--- config.mk ---
export PLATFORM = sky130hd
export DESIGN_NAME = nec_ir_frame_decoder_unit
export DESIGN_NICKNAME = d
export VERILOG_FILES = /design/src/rtl/core/necir_pkg.sv /design/src/rtl/core/necir_symbol_match.sv /design/src/rtl/core/nec_ir_frame_decoder_unit.sv
export SDC_FILE = /design/constraint.sdc
export NUM_CORES = 1
export LEC_CHECK = 0
export BUFFER_PORTS_ARGS = -buffer_cell sky130_fd_sc_hd__buf_2
export CAP_MARGIN = 5
export CORE_UTILIZATION = 30
export CTS_CLUSTER_DIAMETER = 80
export DETAILED_ROUTE_END_ITERATION = 10
export GPL_TIMING_DRIVEN = 0
export PLACE_DENSITY = 0.46
export SETUP_SLACK_MARGIN = 0.4
export SLEW_MARGIN = 15
export SYNTH_ARGS = -nofsm -noshare
export SYNTH_HDL_FRONTEND = slang
export SYNTH_HIERARCHICAL = 1
export SYNTH_SLANG_ARGS = --single-unit
--- constraint.sdc ---
create_clock -name clock -period 9.57 [get_ports clock]
set_input_delay 0 -clock clock [delete_from_list [all_inputs] [get_ports clock]]
set_output_delay 0 -clock clock [all_outputs]
set_load 0.05 [all_outputs]
--- src/rtl/core/necir_pkg.sv ---
// Shared types and constants for the NEC infrared frame decoder.
// Used by necir_symbol_match and nec_ir_frame_decoder_unit; depends on nothing.
package necir_pkg;

   localparam int TICK_W     = 15;
   localparam int COUNT_W    = 9;
   localparam int BYTES_W    = 6;
   localparam int STATUS_W   = 4;
   localparam int CSR_IDX_W  = 3;
   localparam int MARGIN_MAX = 4095;

   localparam logic [COUNT_W-1:0] COUNT_MAX        = 9'd511;
   localparam logic [COUNT_W-1:0] HEADER_SYMBOLS   = 9'd17;
   localparam logic [COUNT_W-1:0] STANDARD_SYMBOLS = 9'd34;
   localparam logic [COUNT_W-1:0] REPEAT_SYMBOLS   = 9'd2;
   localparam int                 GROUP_SYMBOLS    = 8;
   localparam int                 GROUP_BIT_W      = $clog2(GROUP_SYMBOLS);

   localparam int DEF_DECODE_MARGIN  = 200;
   localparam int DEF_MAX_DATA_BYTES = 32;

   localparam logic [TICK_W-1:0] RST_LEADER_MARK  = 15'd9000;
   localparam logic [TICK_W-1:0] RST_LEADER_SPACE = 15'd4500;
   localparam logic [TICK_W-1:0] RST_ZERO_MARK    = 15'd560;
   localparam logic [TICK_W-1:0] RST_ZERO_SPACE   = 15'd560;
   localparam logic [TICK_W-1:0] RST_ONE_MARK     = 15'd560;
   localparam logic [TICK_W-1:0] RST_ONE_SPACE    = 15'd1690;
   localparam logic [TICK_W-1:0] RST_REPEAT_MARK  = 15'd9000;
   localparam logic [TICK_W-1:0] RST_REPEAT_SPACE = 15'd2250;

   typedef enum logic [CSR_IDX_W-1:0] {
      CSR_LEADER_MARK  = 3'd0,
      CSR_LEADER_SPACE = 3'd1,
      CSR_ZERO_MARK    = 3'd2,
      CSR_ZERO_SPACE   = 3'd3,
      CSR_ONE_MARK     = 3'd4,
      CSR_ONE_SPACE    = 3'd5,
      CSR_REPEAT_MARK  = 3'd6,
      CSR_REPEAT_SPACE = 3'd7
   } csr_index_type;

   typedef enum logic [STATUS_W-1:0] {
      ST_STANDARD   = 4'd0,
      ST_EXTENDED   = 4'd1,
      ST_REPEAT     = 4'd2,
      ST_BAD_REPEAT = 4'd3,
      ST_SHORT      = 4'd4,
      ST_BAD_LEADER = 4'd5,
      ST_BAD_ADDR   = 4'd6,
      ST_NO_DATA    = 4'd7,
      ST_TOO_MANY   = 4'd8,
      ST_BAD_DATA   = 4'd9
   } status_type;

   typedef struct packed {
      logic [TICK_W-1:0] leader_mark;
      logic [TICK_W-1:0] leader_space;
      logic [TICK_W-1:0] zero_mark;
      logic [TICK_W-1:0] zero_space;
      logic [TICK_W-1:0] one_mark;
      logic [TICK_W-1:0] one_space;
      logic [TICK_W-1:0] repeat_mark;
      logic [TICK_W-1:0] repeat_space;
   } timing_type;

   typedef struct packed {
      logic leader_hit;
      logic rpt_hit;
      logic one_hit;
      logic zero_hit;
   } match_type;

endpackage

--- src/rtl/core/necir_symbol_match.sv ---
// Tolerance-window compare of one symbol against the four timing pairs.
// Depends on necir_pkg for the timing and match structs.
module necir_symbol_match #(
   parameter int DECODE_MARGIN = necir_pkg::DEF_DECODE_MARGIN
) (
   input  logic [necir_pkg::TICK_W-1:0] mark_ticks,
   input  logic [necir_pkg::TICK_W-1:0] space_ticks,
   input  necir_pkg::timing_type        timing,
   output necir_pkg::match_type         hit
);

   localparam int SUM_W = necir_pkg::TICK_W + 1;
   localparam logic [SUM_W-1:0] MARGIN = SUM_W'(DECODE_MARGIN);

   function automatic logic in_window(input logic [necir_pkg::TICK_W-1:0] d,
                                      input logic [necir_pkg::TICK_W-1:0] e);
      logic [SUM_W-1:0] d_w;
      logic [SUM_W-1:0] e_w;
      d_w = {1'b0, d};
      e_w = {1'b0, e};
      return (d_w < e_w + MARGIN) && (d_w + MARGIN > e_w);
   endfunction

   always_comb begin
      hit.leader_hit = in_window(mark_ticks, timing.leader_mark)
                       && in_window(space_ticks, timing.leader_space);
      hit.rpt_hit    = in_window(mark_ticks, timing.repeat_mark)
                       && in_window(space_ticks, timing.repeat_space);
      hit.one_hit    = in_window(mark_ticks, timing.one_mark)
                       && in_window(space_ticks, timing.one_space);
      hit.zero_hit   = in_window(mark_ticks, timing.zero_mark)
                       && in_window(space_ticks, timing.zero_space);
   end

endmodule

--- src/rtl/core/nec_ir_frame_decoder_unit.sv ---
// Top level of the NEC infrared frame decoder: input stage, symbol decode, result stage.
// Depends on necir_pkg and necir_symbol_match.
//
// Usage: each req_ word is one received pulse symbol (mark and space in ticks) with
// req_frame_end set on the last symbol of a frame. Symbols without frame end give no
// rsp_ word; the symbol with frame end gives exactly one rsp_ word carrying status,
// address, command, repeat flag and data byte count.
// Path: an accepted word sits in the input register; it is decoded there and its result
// is registered in the result register, which drives rsp_valid.
// Throughput: one symbol per cycle, set by the single decode pass between the input
// register and the result register; a frame-end symbol waits while a result is held.
// Stall: while a result is held unaccepted, symbols without frame end keep flowing;
// a frame-end symbol waits in the input register and req_ready drops behind it.
// Reset: synchronous, active high; clears frame state, remembered address and command,
// empties both registers and loads the default timing values. Timing registers are
// written through csr_we/csr_index/csr_wdata only while idle; a user rule, not enforced.
module nec_ir_frame_decoder_unit #(
   parameter int DECODE_MARGIN  = necir_pkg::DEF_DECODE_MARGIN,
   parameter int MAX_DATA_BYTES = necir_pkg::DEF_MAX_DATA_BYTES
) (
   input  logic                             clock,
   input  logic                             reset,
   input  logic                             req_valid,
   output logic                             req_ready,
   input  logic [necir_pkg::TICK_W-1:0]     req_mark_ticks,
   input  logic [necir_pkg::TICK_W-1:0]     req_space_ticks,
   input  logic                             req_frame_end,
   output logic                             rsp_valid,
   input  logic                             rsp_ready,
   output logic [necir_pkg::STATUS_W-1:0]   rsp_status,
   output logic [15:0]                      rsp_address_out,
   output logic [15:0]                      rsp_command_out,
   output logic                             rsp_is_repeat,
   output logic [necir_pkg::BYTES_W-1:0]    rsp_data_byte_count,
   input  logic                             csr_we,
   input  logic [necir_pkg::CSR_IDX_W-1:0]  csr_index,
   input  logic [necir_pkg::TICK_W-1:0]     csr_wdata
);

   localparam int CW  = necir_pkg::COUNT_W;
   localparam int BW  = necir_pkg::BYTES_W;
   localparam int GBW = necir_pkg::GROUP_BIT_W;

   necir_pkg::timing_type timing_ff;

   logic                        in_valid_ff;
   logic [necir_pkg::TICK_W-1:0] in_mark_ff;
   logic [necir_pkg::TICK_W-1:0] in_space_ff;
   logic                        in_end_ff;

   logic [CW-1:0] sym_count_ff,   sym_count_in;
   logic          leader_ok_ff,   leader_ok_in;
   logic          repeat_ok_ff,   repeat_ok_in;
   logic [15:0]   addr_shift_ff,  addr_shift_in;
   logic          addr_error_ff,  addr_error_in;
   logic [7:0]    byte_shift_ff,  byte_shift_in;
   logic          group_error_ff, group_error_in;
   logic          data_error_ff,  data_error_in;
   logic [7:0]    first_byte_ff,  first_byte_in;
   logic [7:0]    second_byte_ff, second_byte_in;
   logic [15:0]   rem_addr_ff,    rem_addr_in;
   logic [15:0]   rem_cmd_ff,     rem_cmd_in;

   logic                  rsp_valid_ff,  rsp_valid_in;
   necir_pkg::status_type rsp_status_ff, rsp_status_in;
   logic [15:0]           rsp_addr_ff,   rsp_addr_in;
   logic [15:0]           rsp_cmd_ff,    rsp_cmd_in;
   logic                  rsp_rep_ff,    rsp_rep_in;
   logic [BW-1:0]         rsp_cnt_ff,    rsp_cnt_in;

   necir_pkg::match_type hit;
   logic                 advance;
   logic                 sym_ok;
   logic [CW-1:0]        pos;
   logic [GBW-1:0]       grp_bit;
   logic [CW-GBW-1:0]    grp_num;
   logic [3:0]           addr_idx;
   logic [CW-1:0]        frame_len;
   logic [BW-1:0]        n_bytes;

   necir_symbol_match #(
      .DECODE_MARGIN (DECODE_MARGIN)
   ) u_match (
      .mark_ticks  (in_mark_ff),
      .space_ticks (in_space_ff),
      .timing      (timing_ff),
      .hit         (hit)
   );

   assign advance   = in_valid_ff && (!in_end_ff || !rsp_valid_ff || rsp_ready);
   assign req_ready = !in_valid_ff || advance;

   assign sym_ok    = hit.one_hit || hit.zero_hit;
   assign pos       = sym_count_ff - necir_pkg::HEADER_SYMBOLS;
   assign grp_bit   = pos[GBW-1:0];
   assign grp_num   = pos[CW-1:GBW];
   assign addr_idx  = 4'(sym_count_ff - CW'(1));
   assign frame_len = (sym_count_ff == necir_pkg::COUNT_MAX) ? sym_count_ff
                                                            : sym_count_ff + CW'(1);
   assign n_bytes   = BW'((frame_len - necir_pkg::HEADER_SYMBOLS)
                          / necir_pkg::GROUP_SYMBOLS);

   always_ff @(posedge clock) begin
      if (reset) begin
         timing_ff.leader_mark  <= necir_pkg::RST_LEADER_MARK;
         timing_ff.leader_space <= necir_pkg::RST_LEADER_SPACE;
         timing_ff.zero_mark    <= necir_pkg::RST_ZERO_MARK;
         timing_ff.zero_space   <= necir_pkg::RST_ZERO_SPACE;
         timing_ff.one_mark     <= necir_pkg::RST_ONE_MARK;
         timing_ff.one_space    <= necir_pkg::RST_ONE_SPACE;
         timing_ff.repeat_mark  <= necir_pkg::RST_REPEAT_MARK;
         timing_ff.repeat_space <= necir_pkg::RST_REPEAT_SPACE;
      end else if (csr_we) begin
         case (necir_pkg::csr_index_type'(csr_index))
            necir_pkg::CSR_LEADER_MARK:  timing_ff.leader_mark  <= csr_wdata;
            necir_pkg::CSR_LEADER_SPACE: timing_ff.leader_space <= csr_wdata;
            necir_pkg::CSR_ZERO_MARK:    timing_ff.zero_mark    <= csr_wdata;
            necir_pkg::CSR_ZERO_SPACE:   timing_ff.zero_space   <= csr_wdata;
            necir_pkg::CSR_ONE_MARK:     timing_ff.one_mark     <= csr_wdata;
            necir_pkg::CSR_ONE_SPACE:    timing_ff.one_space    <= csr_wdata;
            necir_pkg::CSR_REPEAT_MARK:  timing_ff.repeat_mark  <= csr_wdata;
            necir_pkg::CSR_REPEAT_SPACE: timing_ff.repeat_space <= csr_wdata;
            default:                     timing_ff <= timing_ff;
         endcase
      end
   end

   always_ff @(posedge clock) begin
      if (reset) begin
         in_valid_ff <= 1'b0;
      end else if (req_ready) begin
         in_valid_ff <= req_valid;
      end
      if (req_ready && req_valid) begin
         in_mark_ff  <= req_mark_ticks;
         in_space_ff <= req_space_ticks;
         in_end_ff   <= req_frame_end;
      end
   end

   always_comb begin
      sym_count_in   = sym_count_ff;
      leader_ok_in   = leader_ok_ff;
      repeat_ok_in   = repeat_ok_ff;
      addr_shift_in  = addr_shift_ff;
      addr_error_in  = addr_error_ff;
      byte_shift_in  = byte_shift_ff;
      group_error_in = group_error_ff;
      data_error_in  = data_error_ff;
      first_byte_in  = first_byte_ff;
      second_byte_in = second_byte_ff;
      rem_addr_in    = rem_addr_ff;
      rem_cmd_in     = rem_cmd_ff;
      rsp_valid_in   = rsp_valid_ff && !rsp_ready;
      rsp_status_in  = rsp_status_ff;
      rsp_addr_in    = rsp_addr_ff;
      rsp_cmd_in     = rsp_cmd_ff;
      rsp_rep_in     = rsp_rep_ff;
      rsp_cnt_in     = rsp_cnt_ff;

      if (advance && sym_count_ff != necir_pkg::COUNT_MAX) begin
         if (sym_count_ff == '0) begin
            leader_ok_in = hit.leader_hit;
            repeat_ok_in = hit.rpt_hit;
         end else if (sym_count_ff < necir_pkg::HEADER_SYMBOLS) begin
            if (hit.one_hit) begin
               addr_shift_in[addr_idx] = 1'b1;
            end
            if (!sym_ok) begin
               addr_error_in = 1'b1;
            end
         end else begin
            if (grp_bit == '0) begin
               byte_shift_in  = '0;
               group_error_in = 1'b0;
            end
            if (hit.one_hit) begin
               byte_shift_in[grp_bit] = 1'b1;
            end
            if (!sym_ok) begin
               group_error_in = 1'b1;
            end
            if (grp_bit == '1) begin
               if (group_error_in) begin
                  data_error_in = 1'b1;
               end
               if (grp_num == '0) begin
                  first_byte_in = byte_shift_in;
               end else if (grp_num == (CW-GBW)'(1)) begin
                  second_byte_in = byte_shift_in;
               end
            end
         end
         sym_count_in = sym_count_ff + CW'(1);
      end

      if (advance && in_end_ff) begin
         rsp_valid_in  = 1'b1;
         rsp_addr_in   = '0;
         rsp_cmd_in    = '0;
         rsp_rep_in    = 1'b0;
         rsp_cnt_in    = '0;
         if (sym_count_in == necir_pkg::REPEAT_SYMBOLS) begin
            if (repeat_ok_in) begin
               rsp_status_in = necir_pkg::ST_REPEAT;
               rsp_addr_in   = rem_addr_ff;
               rsp_cmd_in    = rem_cmd_ff;
               rsp_rep_in    = 1'b1;
            end else begin
               rsp_status_in = necir_pkg::ST_BAD_REPEAT;
            end
         end else if (sym_count_in < necir_pkg::HEADER_SYMBOLS) begin
            rsp_status_in = necir_pkg::ST_SHORT;
         end else if (!leader_ok_in) begin
            rsp_status_in = necir_pkg::ST_BAD_LEADER;
         end else if (addr_error_in) begin
            rsp_status_in = necir_pkg::ST_BAD_ADDR;
         end else if (n_bytes == '0) begin
            rsp_status_in = necir_pkg::ST_NO_DATA;
         end else if (n_bytes > BW'(MAX_DATA_BYTES)) begin
            rsp_status_in = necir_pkg::ST_TOO_MANY;
         end else if (data_error_in) begin
            rsp_status_in = necir_pkg::ST_BAD_DATA;
         end else begin
            rsp_addr_in = addr_shift_in;
            rsp_cnt_in  = n_bytes;
            if (sym_count_in == necir_pkg::STANDARD_SYMBOLS) begin
               rsp_status_in = necir_pkg::ST_STANDARD;
               rsp_cmd_in    = {second_byte_in, first_byte_in};
            end else begin
               rsp_status_in = necir_pkg::ST_EXTENDED;
               rsp_cmd_in    = {8'd0, first_byte_in};
            end
            rem_addr_in = rsp_addr_in;
            rem_cmd_in  = rsp_cmd_in;
         end

         // drop per-frame state
         sym_count_in   = '0;
         leader_ok_in   = 1'b0;
         repeat_ok_in   = 1'b0;
         addr_shift_in  = '0;
         addr_error_in  = 1'b0;
         byte_shift_in  = '0;
         group_error_in = 1'b0;
         data_error_in  = 1'b0;
         first_byte_in  = '0;
         second_byte_in = '0;
      end
   end

   always_ff @(posedge clock) begin
      if (reset) begin
         sym_count_ff   <= '0;
         leader_ok_ff   <= 1'b0;
         repeat_ok_ff   <= 1'b0;
         addr_shift_ff  <= '0;
         addr_error_ff  <= 1'b0;
         byte_shift_ff  <= '0;
         group_error_ff <= 1'b0;
         data_error_ff  <= 1'b0;
         first_byte_ff  <= '0;
         second_byte_ff <= '0;
         rem_addr_ff    <= '0;
         rem_cmd_ff     <= '0;
         rsp_valid_ff   <= 1'b0;
      end else begin
         sym_count_ff   <= sym_count_in;
         leader_ok_ff   <= leader_ok_in;
         repeat_ok_ff   <= repeat_ok_in;
         addr_shift_ff  <= addr_shift_in;
         addr_error_ff  <= addr_error_in;
         byte_shift_ff  <= byte_shift_in;
         group_error_ff <= group_error_in;
         data_error_ff  <= data_error_in;
         first_byte_ff  <= first_byte_in;
         second_byte_ff <= second_byte_in;
         rem_addr_ff    <= rem_addr_in;
         rem_cmd_ff     <= rem_cmd_in;
         rsp_valid_ff   <= rsp_valid_in;
      end
      rsp_status_ff <= rsp_status_in;
      rsp_addr_ff   <= rsp_addr_in;
      rsp_cmd_ff    <= rsp_cmd_in;
      rsp_rep_ff    <= rsp_rep_in;
      rsp_cnt_ff    <= rsp_cnt_in;
   end

   assign rsp_valid           = rsp_valid_ff;
   assign rsp_status          = rsp_status_ff;
   assign rsp_address_out     = rsp_addr_ff;
   assign rsp_command_out     = rsp_cmd_ff;
   assign rsp_is_repeat       = rsp_rep_ff;
   assign rsp_data_byte_count = rsp_cnt_ff;

   a_frame_end_clears: assert property (@(posedge clock) disable iff (reset)
      (advance && in_end_ff) |=> (sym_count_ff == '0 && !addr_error_ff && !data_error_ff))
      else $error("frame state not cleared after frame end");

   a_end_waits_on_stall: assert property (@(posedge clock) disable iff (reset)
      (in_valid_ff && in_end_ff && rsp_valid_ff && !rsp_ready) |-> !advance)
      else $error("frame-end word overran a held result");

   a_repeat_status: assert property (@(posedge clock) disable iff (reset)
      (rsp_valid && rsp_is_repeat) |-> (rsp_status_ff == necir_pkg::ST_REPEAT))
      else $error("repeat flag without repeat status");

   a_count_only_on_data: assert property (@(posedge clock) disable iff (reset)
      (rsp_valid && rsp_data_byte_count != '0) |->
         (rsp_status_ff == necir_pkg::ST_STANDARD || rsp_status_ff == necir_pkg::ST_EXTENDED))
      else $error("byte count on a non-data result");

   a_standard_two_bytes: assert property (@(posedge clock) disable iff (reset)
      (rsp_valid && rsp_status_ff == necir_pkg::ST_STANDARD) |-> (rsp_data_byte_count == BW'(2)))
      else $error("standard frame without two data bytes");

   a_remember_on_success: assert property (@(posedge clock) disable iff (reset)
      (advance && in_end_ff && (rsp_status_in == necir_pkg::ST_STANDARD
                                || rsp_status_in == necir_pkg::ST_EXTENDED))
      |=> (rem_addr_ff == rsp_addr_ff && rem_cmd_ff == rsp_cmd_ff))
      else $error("remembered address or command not updated");

endmodule
# Yosys cells after proc, flatten, opt, wreduce, memory -nomap -nowiden
# Index checks and enable logic that the tools add are counted.
# classes
mux	72
bitwise_logic	11
div_mod_pow	0
n_reduce_logical	44
mul	0
add_sub_neg	14
order_cmp	23
shifts	0
eq_ne	13
# op_table
cell	count
$mux 16	21
$add 15x8->16 const B	10
$gt 16x15->1	8
$lt 15x16->1	8
$mux 8	16
$mux 4	7
$mux 1	24
$logic_and 1x1->1	19
$lt 9x5->1 const B	2
$mux 9	2
$sub 9x5->9 const B	2
$or 16x16->16	1
$reduce_and 2->1	8
$eq 3x3->1 const B	5
$logic_not 6->1	2
$add 9x1->9 const B	1
$eq 9x2->1 const B	1
$eq 9x6->1 const B	1
$eq 9x9->1 const B	1
$logic_not 9->1	1
$ne 9x9->1 const B	1
$not 1->1	9
$or 8x8->8	1
$reduce_and 8->1	1
other kinds (17)	25
# totals
latchBits	0
elab_cells	207
reg_bits	282
mem_count	0
rom_bits	0
mem_bits_rw	0
out_inout_bits	45
inputBits	54

# Longest topological paths before layout
# depth
depth_word	22
depth_mapped	21
ltp_nobuf	20

# Cells and area by module
# The synthesis kept the hierarchy.
# by_module_without_submodules
mod	seq_area_each_um2	area_per_inst_um2	cells_per_inst	instances
nec_ir_frame_decoder_unit	6386.1	11099.4	1161	1
necir_symbol_match	0.0	6770.2	922	1

# Worst setup path before layout
# No wires, ideal clock.
# synth_path
path_type	reg-to-reg
start	register in_mark_ff[5] (netlist bit)
end	register rem_cmd_ff[13]
n_path_buf	1
setup_time_ns	0.121
required_ns	9.449
period_less_slack_ns	4.406
arrival_ns	4.285
path_slack_ns	5.164
stages_incl_launch_ff	21
path_cell_list	edfxtp_1 nand3_1 nor3b_1 nor2_1 and3_1 nand3_1 xnor2_1 ha_1 and3_1 nand3_1 nor2_1 a221o_1 a211o_1 nor4_2 nor2_1 a41o_1 a31oi_1 o211a_1 nand3_1 buf_4 mux2_2
# synth_rtl
item	line_no	text
start: declaration	nec_ir_frame_decoder_unit.sv:47	logic [necir_pkg::TICK_W-1:0] in_mark_ff;
start signal: assignment	nec_ir_frame_decoder_unit.sv:135	in_mark_ff <= req_mark_ticks;
end signal: assignment	nec_ir_frame_decoder_unit.sv:279	rem_cmd_ff <= rem_cmd_in;
end: declaration	nec_ir_frame_decoder_unit.sv:62	logic [15:0] rem_cmd_ff, rem_cmd_in;

==> key figures <==
Run status
  – Run status: finished, final reports clean

Timing
  – Period utilization: 69.85%
  – WHS: 0.03804 ns
  – Worst-Margin Slew: 1.016 ns
  – Slew headroom: 31.69%
  – TNS Setup: 0 ns
  – Setup Skew: 0.03493 ns
  – Final Slew Violations: 0
  – Max Fclk: 149.6 MHz
  – RSZ-0062 raised after global routing: false
  – Final setup vio count: 0
  – Min Tclk post-route: 6.685 ns
  – Final hold violation count: 0

GRT
  – First-pass GRT wire length: 94.75 mm
  – Aggregate global routing overflow: 0
  – Largest net degree at the start of global routing: 30
  – Vias in the first global route: 15280
  – GRT Overall Usage: 20.87%
  – Initial antenna violation count: 1

Floorplanning
  – Initial Util: 30.33%
  – Die width: 246.1 um
  – Die Y: 246.1 um
  – Area of the core: 0.05891 sq mm
  – Placement Rows: 89
  – Total die area: 0.06055 sq mm
  – Top Ports: 99

Clocking
  – Number of setup buffers added after CTS: 0
  – Clk sinks: 282
  – Max Buffers Root-to-Sink: 3
  – CTS tree: built
  – Clk_lat worst skew: 0.58 ns
  – Hold-fix buffers, CTS: 45
  – H-tree levels: 2
  – Post-cts sizing count: 0
  – Root Driver: clkbuf_16
  – Clock slew seen by the registers of the worst setup and hold paths: 0.06 ns
  – Num CTS Buffers: 38

Worst setup path
  – Cell mode on critical path: nand3_1
  – CP startpoint kind: flip-flop
  – Critical Path RT: 9.97 ns
  – Data arrival, critical path: 7.09 ns
  – CP cell instances: nand3_1 -> nor3b_1 -> nor2_1 -> and3_1 -> nand3_1 -> xnor2_1 -> ha_1 -> nand3_1 -> nor4_1 -> o21ai_0 -> nand4_1 -> o22ai_1 -> nor3_2 -> nor2_1 -> a41o_1 -> a31oi_1 -> o211ai_1 -> nor3_1 -> buf_2 -> a211oi_1
  – Worst Setup Path Type: reg -> reg
  – Critical Path Max Stage Delay: 0.69 ns
  – Internal reg-to-reg setup slack: 2.89 ns
  – Worst path slowest cell: edfxtp_1
  – CP endpoint kind: flip-flop
  – Maximum net fanout on the critical path: 10

Drt
  – Antenna viol nets, final: 0
  – Vias: 15990
  – Wire per inst: 20.75 um
  – First-pass DRT Iterations: 5
  – Total routed wirelength: 63.34 mm
  – 1st-iter DRT viols: 1128
  – Residual DRC count: 0
  – Via-to-Cell Ratio: 5.238

Synth
  – Synth Register Bits: 282
  – Number of synthesized flops with an enable pin: 74
  – Distinct cells, synth: 75
  – Seq/Total Area, Yosys: 35.74%
  – Syn Std Cell Area: 0.01787 sq mm
  – Ys flop type: dfxtp_1
  – Synth async-reset ratio: 0%
  – Syn_nets: 2370
  – YS warnings: 6
  – Yosys top cell by area: dfxtp_1
  – Synth top area share: 23.30%
  – Post-synth top cells: 313 x nand2_1, 233 x ha_1, 208 x dfxtp_1, 204 x a21oi_1, 135 x nor2_1
  – Count leader, synth: nand2_1
  – Synth area leaders: dfxtp_1 23%, ha_1 16%, edfxtp_1 12%
  – Cells after Synth: 2083
  – Syn_area_per_cell: 8.579 sq um

Pwr
  – PwrDens: 148.2 mW/mm^2
  – Sw Ratio: 28.67%
  – Internal power: 2218 uW
  – Clk pwr share: 44.9%
  – Lkg Pwr: 0.008235 uW
  – Maximum vdd drop: 0.1287 mV
  – Gate power share: 13.5%
  – Reg power frac: 41.7%
  – Total net switching power: 891.3 uW

Job
  – Number of max-cap violations: 0

Layout
  – Layout cells sized above 1: 8.293%
  – Fillers: 6023
  – Post-Layout Cell Count: 3052
  – Antenna cell count: 0
  – Synth-to-layout area growth: 17.40%
  – Final core occ: 35.61%
  – Finished layout cell area: 0.02098 sq mm
  – Final nets: 2537

Place
  – Placed cell count: 2938
  – GP Congestion: 0.9061
  – Port bufs: 80
  – Hpwl dp: 46.33 mm
  – Dpl cell area: 0.01931 sq mm

Hold path
  – Worst hold path type: in -> reg
==> registers in the layout, summed over array words and instances (netlist names), 9 cells and up <==
name             cells
rem_addr_ff         16
sym_count_ff         9
rsp_address_out     16
in_mark_ff          15
rem_cmd_ff          16
addr_shift_ff       16
in_space_ff         15
rsp_command_out     16
timing_ff          120
==> cell type report <==
class,instances,area (sq um),share of cell area (%)
Inverter,132,495.5,2.362
Timing Repair Buffer,127,898.4,4.282
Buffer,89,372.9,1.777
Clock buffer,55,1076,5.129
Sequential cell,282,6386,30.44
Tap cell,773,967.2,4.610
Clock inverter,14,133.9,0.6382
Multi-Input combinational cell,1580,10650,50.76
==> power by group through the flow <==
stage / clock, uW / sequential, uW / combinational (uW)
finish: 1400 / 1290 / 418
floorplan: 0 / 1310 / 249
global placement: 0 / 1320 / 382
global route: 1490 / 1300 / 463
detailed placement: 0 / 1320 / 397
CTS: 1440 / 1300 / 414
==> placed cells by master (no fill, tap or decap), drive strengths merged, types with 6 or more instances in the layout <==
master,instances
nor3b,12
nand2,314
a211oi,30
nor3,37
ha,233
nand3,111
nand2b,17
o2bb2ai,32
nor4,12
mux2i,23
and4,10
a31oi,31
xnor2,99
nor2b,24
clkinv,6
inv,137
a22o,6
dfxtp,208
and3,14
buf,96
o21ai,46
nand4,45
clkbuf,130
or3b,6
nor2,135
a21o,26
a21oi,204
a211o,7
xor2,24
dlygate4sd3,45
a2111oi,7
edfxtp,74
==> metrics by stage <==
stage | total power, uW | worst slack, ns
global placement | 1704 | 2.779
detailed placement | 1717 | 2.664
floorplan | 1564 | 5.164
CTS | 3148 | 2.591
global route | 3249 | 2.603
finish | 3109 | 2.885
==> cells by family after synthesis <==
kind of cell	synth area share [%]
buf+inv	4.859
xor+xnor	6.029
mux	1.603
fa+ha+maj	16.31
compound gates	15.27
flops	35.74
simple gates	20.19
==> critical path, delay by kind of cell (launching register included) <==
family / cells / cell delay [ns]
AO/OA/AOI/OAI: 6 / 1.56
XOR/XNOR: 1 / 0.67
adder cells (fa/ha/maj): 1 / 0.25
buffers and inverters: 1 / 0.35
flip-flops: 1 / 0.69
AND/OR/NAND/NOR: 11 / 3.01
==> routing by layer <==
layer | wire length (um) | track usage, % | vias up
met5 | 0 | 0 | -
met4 | 1750 | 6.704 | 0
met3 | 3766 | 3.693 | 85
met2 | 27010 | 31.58 | 427
met1 | 30810 | 29.69 | 7714
li1 | - | - | 7759
==> worst paths after layout <==
path         cells after the start              from               end
max reg2reg                     20     in_mark_ff[3]     rem_cmd_ff[7]
max                             20     in_mark_ff[3]     rem_cmd_ff[7]
min reg2reg                      2  byte_shift_ff[5]  byte_shift_ff[5]
min                              5         rsp_ready         rsp_valid
(Power assumes the default switching activity.)
